--- src/hw/rtl/iihm_pkg.sv ---
// shared constants, the word type and the mixing function for the integer hash mixer
package iihm_pkg;

	localparam int unsigned MixRounds = 16;

	localparam logic [31:0] SeedConst = 32'h9E37_79B9;
	localparam logic [31:0] MulA      = 32'h7FEB_352D;
	localparam logic [31:0] MulB      = 32'h846C_A68B;

	localparam int unsigned ShiftA = 16;
	localparam int unsigned ShiftB = 15;
	localparam int unsigned ShiftFinal = 16;

	// word travelling down the pipe: value plus the mode it was hashed under
	typedef struct packed {
		logic        full;
		logic [31:0] x;
	} word_t;

	// xorshift followed by a wrapping multiply, bypassed in light mode
	function automatic logic [31:0] shift_mul(input logic [31:0] x, input logic full,
			input int unsigned sh, input logic [31:0] k);
		logic [31:0] t;
		t = x ^ (x >> sh);
		shift_mul = full ? 32'(t * k) : x;
	endfunction

endpackage

--- src/hw/rtl/iihm_round.sv ---
// one mixing round: two registered xorshift-multiply stages with stall handling
module iihm_round (
	input  logic           clk,
	input  logic           arst_n,
	input  logic           up_valid,
	input  iihm_pkg::word_t up_word,
	output logic           up_stall,
	output logic           dn_valid,
	output iihm_pkg::word_t dn_word,
	input  logic           dn_stall
);

	logic            valid_s1, valid_s2;
	iihm_pkg::word_t word_s1, word_s2;
	logic            adv_s1, adv_s2;

	// a stage moves when it is empty or its successor moves
	assign adv_s2   = !valid_s2 || !dn_stall;
	assign adv_s1   = !valid_s1 || adv_s2;
	assign up_stall = !adv_s1;

	// valid bits
	always_ff @(posedge clk or negedge arst_n) begin
		if (!arst_n) begin
			valid_s1 <= 1'b0;
			valid_s2 <= 1'b0;
		end else begin
			if (adv_s1) valid_s1 <= up_valid;
			if (adv_s2) valid_s2 <= valid_s1;
		end
	end

	// first half: xorshift 16, multiply
	always_ff @(posedge clk) begin
		if (adv_s1 && up_valid) begin
			word_s1.full <= up_word.full;
			word_s1.x    <= iihm_pkg::shift_mul(up_word.x, up_word.full,
				iihm_pkg::ShiftA, iihm_pkg::MulA);
		end
	end

	// second half: xorshift 15, multiply
	always_ff @(posedge clk) begin
		if (adv_s2 && valid_s1) begin
			word_s2.full <= word_s1.full;
			word_s2.x    <= iihm_pkg::shift_mul(word_s1.x, word_s1.full,
				iihm_pkg::ShiftB, iihm_pkg::MulB);
		end
	end

	assign dn_valid = valid_s2;
	assign dn_word  = word_s2;

endmodule

--- config.mk ---
export PLATFORM = sky130hd
export DESIGN_NAME = iihm_round
export DESIGN_NICKNAME = d
export VERILOG_FILES = /design/src/hw/rtl/iihm_pkg.sv /design/src/hw/rtl/iihm_round.sv
export SDC_FILE = /design/constraint.sdc
export NUM_CORES = 1
export LEC_CHECK = 0
export BUFFER_PORTS_ARGS = -buffer_cell sky130_fd_sc_hd__buf_4
export CAP_MARGIN = 20
export CORE_UTILIZATION = 50
export CTS_BUF_LIST = sky130_fd_sc_hd__clkbuf_4
export DETAILED_ROUTE_END_ITERATION = 16
export PLACE_DENSITY = 0.68
export SYNTH_ARGS = -nofsm -noshare
export SYNTH_HDL_FRONTEND = slang
export SYNTH_SLANG_ARGS = --single-unit
--- constraint.sdc ---
create_clock -name clk -period 8.4 [get_ports clk]
set_input_delay 0.84 -clock clk [delete_from_list [all_inputs] [get_ports clk]]
set_output_delay 0.84 -clock clk [all_outputs]
set_load 0.1 [all_outputs]
; ---- Word level (Yosys, flattened, before mapping)
; Cells that the tools add are included.
[word_totals]
reg_bits = 68
input_bits = 37
out_inout_bits = 35
[op_classes]
n_mul = 2
muxes = 2
bitwise = 2
n_reduce_logical = 8
[op_table]
columns = cell, n
row1 = two-way mux 32 bit, 2
row2 = "multiplier 32 x 31 -> 32 bit, second input constant", 1
row3 = "multiplier 32 x 32 -> 32 bit, second input constant", 1
row4 = bitwise XOR 32 x 16 -> 32 bit, 1
row5 = bitwise XOR 32 x 17 -> 32 bit, 1
row6 = zero test 1 bit, 4
row7 = logical AND 1 bit, 2
row8 = logical OR 1 bit, 2

; ---- Depth between registers and ports, before layout
; Gate-level depths: netlist of run 1.
[depth]
word_depth = 4
mapped_depth = 26
ltp_nobuf = 26

; ---- Least setup slack after synthesis of run 1
; Ideal clock, no wire load.
[synth_path]
kind = input -> register
start = input port up_word[14] in the netlist's numbering
end = register word_s1[31] in the netlist's numbering (data pin)
setup_ns = 0.265
arrival_time_ns = 6.601
required_time_ns = 8.135
path_slack_ns = 1.534
stages = 19
n_path_buf = 0
path_cell_list = xor2_1 ha_1 fa_1 inv_1 fa_1 fa_1 inv_1 fa_1 fa_1 fa_1 fa_1 ha_1 and3_1 a211o_1 a21oi_1 o21ai_0 nor4_1 or4_1 nand3_1
[synth_via]
elab_chain_len = 3
[synth_lines]
columns = item, line
row1 = start: declaration, iihm_round.sv:6  ; input iihm_pkg::word_t up_word,
row2 = bitwise XOR 32 x 16 -> 32 bit, iihm_pkg.sv:24  ; t = x ^ (x >> sh);
row3 = multiplier 32 x 31 -> 32 bit, iihm_pkg.sv:25  ; shift_mul = full ? 32'(t * k) : x;
row4 = two-way mux 32 bit, iihm_pkg.sv:25
row5 = end: declaration, iihm_round.sv:14  ; iihm_pkg::word_t word_s1, word_s2;
; No other way between the ends.
; A chain may end at the register's enable or synchronous reset.

; ---- Final worst setup path of run 1
[layout_path]
start = register word_s1[22] in the netlist's numbering
end = register word_s2 (netlist bit dn_word[29]) (data pin)
[layout_via]
elab_chain_len = 3
[layout_lines]
columns = item, line
row1 = bitwise XOR 32 x 17 -> 32 bit, iihm_pkg.sv:24
row2 = multiplier 32 x 32 -> 32 bit, iihm_pkg.sv:25
row3 = two-way mux 32 bit, iihm_pkg.sv:25
row4 = end: declaration, iihm_round.sv:14
; No other way between the ends.

==> results of run 1 <==
## sequential cells by signal, indices dropped and copies added (netlist names)
register  count
valid_s1      1
dn_word      33
dn_valid      1
word_s1      33
## logic make-up after synthesis
| logic type | Yosys count | synth area share |
|---|---|---|
| compound gates | 179 | 0.0606 |
| fa+ha+maj | 715 | 0.584 |
| xor+xnor | 198 | 0.0910 |
| mux | 42 | 0.0238 |
| flops | 68 | 0.103 |
| simple gates | 178 | 0.0448 |
| buf+inv | 486 | 0.0926 |
## worst max-delay path, cell delays in order, from the launching register on
cell and delay, ns:
edfxtp_1 0.38, buf_4 0.21, xnor2_1 0.59, inv_1 0.20, ha_1 0.32, ha_1 0.23, fa_1 0.53, inv_1 0.05
fa_1 0.47, inv_1 0.05, fa_1 0.50, inv_1 0.05, fa_1 0.52, inv_1 0.05, fa_1 0.51, fa_1 0.43
ha_1 0.35, a21o_1 0.21, a21oi_1 0.19, and3_1 0.17, and3_1 0.17, a211oi_1 0.06, buf_4 0.18, a211oi_1 0.49
o21ai_0 0.24, xor2_1 0.19, mux2_2 0.28
## routing by layer
metal / part of all wire / up-vias
met5: 0 / -
met4: 0.037 / 0
met3: 0.045 / 83
met2: 0.49 / 345
met1: 0.43 / 6898
li1: - / 6155
## final cells by class
| cell class | instances | area [sq um] |
|---|---|---|
| Sequential cell | 68 | 2030 |
| Clock buffer | 9 | 67.6 |
| Inverter | 476 | 1790 |
| Fill cell | 3430 | 17400 |
| Timing Repair Buffer | 113 | 848 |
| Clock inverter | 7 | 82.6 |
| Tap cell | 518 | 648 |
| Multi-Input combinational cell | 1312 | 15900 |
| Antenna cell | 2 | 5.00 |
## stage by stage
step | hold slack (ns) | util | instance area [sq um]
5_1_grt | 0.0424 | 0.551 | 21400
4_1_cts | 0.0143 | 0.551 | 21400
3_3_place_gp | 0.463 | 0.547 | 21200
3_5_place_dp | 0.483 | 0.547 | 21200
2_1_floorplan | 0.443 | - | 19800
6_report | 0.0839 | 0.551 | 21400
## worst min-delay path by stage
stage,slack (ns),depth (start not counted),end,startpoint
4_1_cts,0.01,1,valid_s1,arst_n
5_1_grt,0.04,1,valid_s1,arst_n
6_report,0.08,1,valid_s1,arst_n
3_3_place_gp,0.46,1,dn_valid,valid_s1
2_1_floorplan,0.44,1,dn_valid,valid_s1
3_5_place_dp,0.48,1,dn_valid,valid_s1
## cell usage in the layout (no fill, tap or decap), types with 3 or more instances in the layout
cell,count
inv_1,473
ha_1,368
fa_1,347
xnor2_1,136
buf_4,113
edfxtp_1,66
xor2_1,58
a21oi_1,56
nor2_1,50
a21o_1,43
nand2_1,43
mux2_2,40
o21ai_0,22
nand3_1,17
and2_1,14
and3_1,10
nor2b_1,10
nand2b_1,9
clkbuf_4,9
o21a_1,8
a211oi_1,5
nor3_1,5
a211o_1,4
o21bai_1,4
inv_6,4
xnor2_4,3
o211ai_1,3
a31o_2,3
or2_2,3
clkinv_4,3
==> results by group, run 1 <==
Global route
  – Initial antenna violation count: 2
  – Met2 Usage GRT: 0.492
  – Via count of the first global-routing pass: 14642
  – Total GRT Usage: 0.290
  – GR Overflow Total: 0
  – Wire length of the first global-routing pass: about 87000 um
  – Routing usage on met3: 0.0346
  – Most used routing layer: met2
  – Largest net degree at the start of global routing: 41
  – Met1 Resource Use GR: 0.382

Yosys
  – Number of synthesized flops with an enable pin: 66
  – Synth Flop Type: edfxtp_1
  – Top cell type by total area after synthesis: fa_1
  – Post-synth top area share: 0.351
  – Seq/Total Area, Yosys: 0.103
  – Syn Inst Count: 1866
  – Syn avg cell area: 10.6 sq um
  – Count of different cell masters after synthesis: between 60 and 70
  – Top area cells in the synthesized netlist: fa_1 35%, ha_1 23%, edfxtp_1 10%, inv_1 9.0%, xnor2_1 6.0%
  – Yosys Warn Count: 0
  – Post-synth ARST share: 0.0294
  – Top-count cell post-synth: inv_1
  – Register bit count reported by yosys: 68
  – Post-Syn Area: just under 0.02 sq mm
  – Post-Synthesis Net Count: roughly 2600
  – Most instantiated cells after synthesis: 473 x inv_1, 368 x ha_1, 347 x fa_1

Critical path
  – Reg2reg setup slack: roughly 0.57 ns
  – CP Capture Type: register
  – Critical path origin: word_s1[22]
  – WP data arrival: ~8 ns
  – Worst Path Class, Setup: register to register
  – Worst setup endpoint: dn_word[29]
  – Req. time, crit path: a little under 9 ns
  – FF-to-FF End: dn_word[29]
  – Crit Path Max Fanout: 7
  – Crit path launch type: register
  – R2R Path Start: word_s1[22]
  – R2R cell count: 26

Clocking
  – TritonCTS Buffers: 9
  – H-tree depth: 3
  – Clock transition at the registers of the reported paths: around 0.13 ns
  – TritonCTS clock tree: built
  – Post-CTS Setup Repair Bufs: 0
  – Skew-Pair Late Insertion Delay: ~0.52 ns
  – Hold buffers post-CTS: 0
  – CTS Sinks: between 60 and 70
  – Clk buf depth: 2
  – Root Buffer: clkbuf_4
  – Post_cts resized: 0

Placed design
  – Placed Cells: 2487
  – HPWL Detailed: a little under 50000 um
  – PortBufs: ~70
  – Setup WS pre-CTS: between 0.4 and 0.5 ns
  – Final GP Congestion: about 0.99

Floorplan
  – Rows: 72
  – CORE AREA: between 0.03 and 0.04 sq mm
  – Die ar.: just over 0.04 sq mm
  – Num ports: 72
  – Initial Util: 0.509
  – Die Ht: roughly 200 um
  – Die width: 201 um

STA
  – Final Critical Period: just under 8 ns
  – Fin crit share: 0.932
  – Final Slew Violations: 0
  – Final Hold Viols: 0
  – RSZ-0062 raised after global routing: false
  – Final setup margin: between 0.5 and 0.6 ns
  – Fin Setup TNS: 0 ns
  – FMAX: between 100 and 150 MHz
  – Slew HR: 0.438
  – Slew of the pin with the lowest slew margin: about 0.84 ns
  – Final setup violation count: 0
  – Skew final: ~0.029 ns

Route
  – DR WL/cell: roughly 22 um
  – Vias per Instance: 5.38
  – # DRC: 0
  – WL final: around 56000 um
  – Via Count: between 10000 and 15000
  – DRT iter0 DRCs: 689
  – Detailed Routing Iterations Pass 1: 5
  – ANT nets after route: 0

Worst hold path
  – Hold crit path type: primary input to async pin

Finish
  – Layout cells sized above 1: 0.0977
  – Final layout net count: 2732
  – Area grow syn2layout: 8.22%
  – Final std cells w/o fill: ~2500

Outcome
  – Run status: completed

Run
  – Max_cap viols: 0
Power of run 1 is left out: the tool's default activity adds up to more than one toggle a clock period on the data nets, which glitch-free logic cannot reach.
==> run 2: changes to the inputs <==
Settings changed: ABC_AREA from default to 1, CORE_UTILIZATION 50 to 67, PLACE_DENSITY 0.68 to 0.86.
==> run 2 against run 1 <==
Net effect: largest cell class unchanged; worst hold slack better by 0.039 ns; synthesized cell count up 28%; highest routed layer unchanged; clock-buffer cell count up 1.
==> results by group, run 2 <==
Outcome
  – Run status: completed

Yosys
  – Register bit count reported by yosys: a little under 70
  – Top-count cell post-synth: inv_1
  – Top area cells in the synthesized netlist: fa_1 33%, ha_1 22%, inv_1 11%, edfxtp_1 9.4%, nand2_1 7.2%
  – Post-synth ARST share: 0.0294
  – Top cell type by total area after synthesis: fa_1
  – Seq/Total Area, Yosys: 0.0968
  – Post-Synthesis Net Count: around 3100
  – Post-Syn Area: between 0.02 and 0.025 sq mm
  – Synth Flop Type: edfxtp_1
  – Post-synth top area share: 0.331
  – Yosys Warn Count: 0
  – Count of different cell masters after synthesis: 51
  – Syn Inst Count: 2394
  – Number of synthesized flops with an enable pin: 66
  – Most instantiated cells after synthesis: 609 x inv_1, 403 x nand2_1, 368 x ha_1
  – Syn avg cell area: approximately 8.8 sq um

Floorplan
  – CORE AREA: between 0.03 and 0.04 sq mm
  – Initial Util: 0.684
  – Die ar.: roughly 0.032 sq mm
  – Rows: 64
  – Die width: between 150 and 200 um
  – Num ports: between 70 and 80
  – Die Ht: around 180 um

STA
  – Final Slew Violations: 0
  – FMAX: about 130 MHz
  – Final setup violation count: 0
  – Final setup margin: between 0.6 and 0.7 ns
  – Fin crit share: 0.928
  – RSZ-0062 raised after global routing: false
  – Final Hold Viols: 0
  – Skew final: around 0.034 ns
  – Final Critical Period: ~7.8 ns
  – Slew HR: 0.297
  – Fin Setup TNS: 0 ns
  – Slew of the pin with the lowest slew margin: roughly 1.1 ns

Critical path
  – Req. time, crit path: between 8 and 9 ns
  – Critical Path, Cell by Cell: buf_4 -> xor2_1 -> ha_1 -> ha_1 -> or2_2 -> ha_1 -> fa_1 -> inv_1 -> fa_1 -> inv_1 -> fa_1 -> fa_1 -> fa_1 -> fa_1 -> ha_1 -> nand2_1 -> nor4_2 -> nand3_1 -> nand3_1 -> nand2_1 -> nand3_1 -> o21ai_0
  – Crit path launch type: primary input
  – Slowest cell on the critical path: nor4_2
  – Crit Path Max Fanout: 11
  – Worst Path Class, Setup: primary input to register
  – WP data arrival: roughly 8 ns
  – CP Capture Type: register
  – Worst path max stage delay: between 0.6 and 0.7 ns
  – CP most frequent cell: fa_1
  – CP delay by family, top: adder cells
  – Number of buffers and inverters on the critical path: 3

Clocking
  – CTS Sinks: 68
  – TritonCTS Buffers: 9
  – H-tree depth: 3
  – Clock transition at the registers of the reported paths: 0.13 ns
  – TritonCTS clock tree: built
  – Skew-Pair Late Insertion Delay: around 0.48 ns
  – Clk buf depth: 2
  – Hold buffers post-CTS: 0
  – Root Buffer: clkbuf_4

Route
  – WL final: 69800 um
  – ANT nets after route: 0
  – Detailed Routing Iterations Pass 1: 10
  – Vias per Instance: 5.95
  – # DRC: 0
  – Via Count: about 17000
  – DRT iter0 DRCs: 1410
  – DR WL/cell: approximately 24 um

Global route
  – GR Overflow Total: 0
  – Wire length of the first global-routing pass: approximately 100000 um
  – Initial antenna violation count: 2
  – Via count of the first global-routing pass: 18431
  – Total GRT Usage: 0.456
  – Largest net degree at the start of global routing: 40

Finish
  – Area grow syn2layout: 6.71%
  – Commonest non-fill, non-tap cells in the layout: 609 x inv_1, 403 x nand2_1, 368 x ha_1
  – Final layout net count: around 3300
  – Layout cells sized above 1: 0.0874
  – Utilization after layout: 0.730
  – Most common cell after layout, fill and taps aside: inv_1

Run
  – Max_cap viols: 0

Placed design
  – HPWL Detailed: just over 60000 um
  – Setup WS pre-CTS: between 0.1 and 0.15 ns
  – Final GP Congestion: 1.09
  – PortBufs: 71

Worst hold path
  – Hold crit path type: primary input to async pin
[run 2: final timing paths]
path / start / endpoint / slack (ns) / cells after the start
setup / recovery: up_word[16] / word_s1[30] / 0.60 / 22
min in group clk: valid_s1 / dn_valid / 0.54 / 2
max in group asynchronous: arst_n / dn_valid / 8.18 / 1
setup reg to reg: word_s1[20] / dn_word[28] / 0.94 / 23
hold reg to reg: valid_s1 / dn_valid / 0.54 / 2
hold / removal: arst_n / valid_s1 / 0.12 / 1
[run 2: area by class of cell]
class,instances,area (sq um)
timing repair buffer,110,826
antenna,1,2.50
clock inverter,6,63.8
fill,2292,8270
inverter,627,2360
sequential,68,2030
tap,396,495
multi-input combinational,1685,16500
clock buffer,10,75.1
[run 2: metal layers]
metal / vias to the layer above / GRT usage / wire length [um]
met3: 419 / 0.0838 / 5700
met1: 8207 / 0.490 / 23300
met5: - / 0 / 0
li1: 7584 / - / -
met2: 1063 / 0.761 / 33200
met4: 0 / 0.421 / 7630
[run 2: logic make-up after synthesis]
family / share of synthesized area
AND/OR/NAND/NOR: 0.144
adder cells (fa/ha/maj): 0.550
flip-flops: 0.0968
AO/OA/AOI/OAI: 0.0536
XOR/XNOR: 0.0392
buffers and inverters: 0.116
[run 2: metrics by stage]
step | area [sq um] | instances | hold WS, ns
floorplan | 21000 | 2394 | 0.433
global placement | 22300 | 2886 | 0.471
detailed placement | 22300 | 2886 | 0.493
CTS | 22400 | 2902 | 0.114
global route | 22400 | 2903 | 0.115
finish | 22400 | 2903 | 0.123
[run 2: timing repair]
action                     CTS  global route
resized for setup            0             1
setup endpoints to repair    0             1
buffers inserted             0             0
Power of run 2 is left out for the same reason.
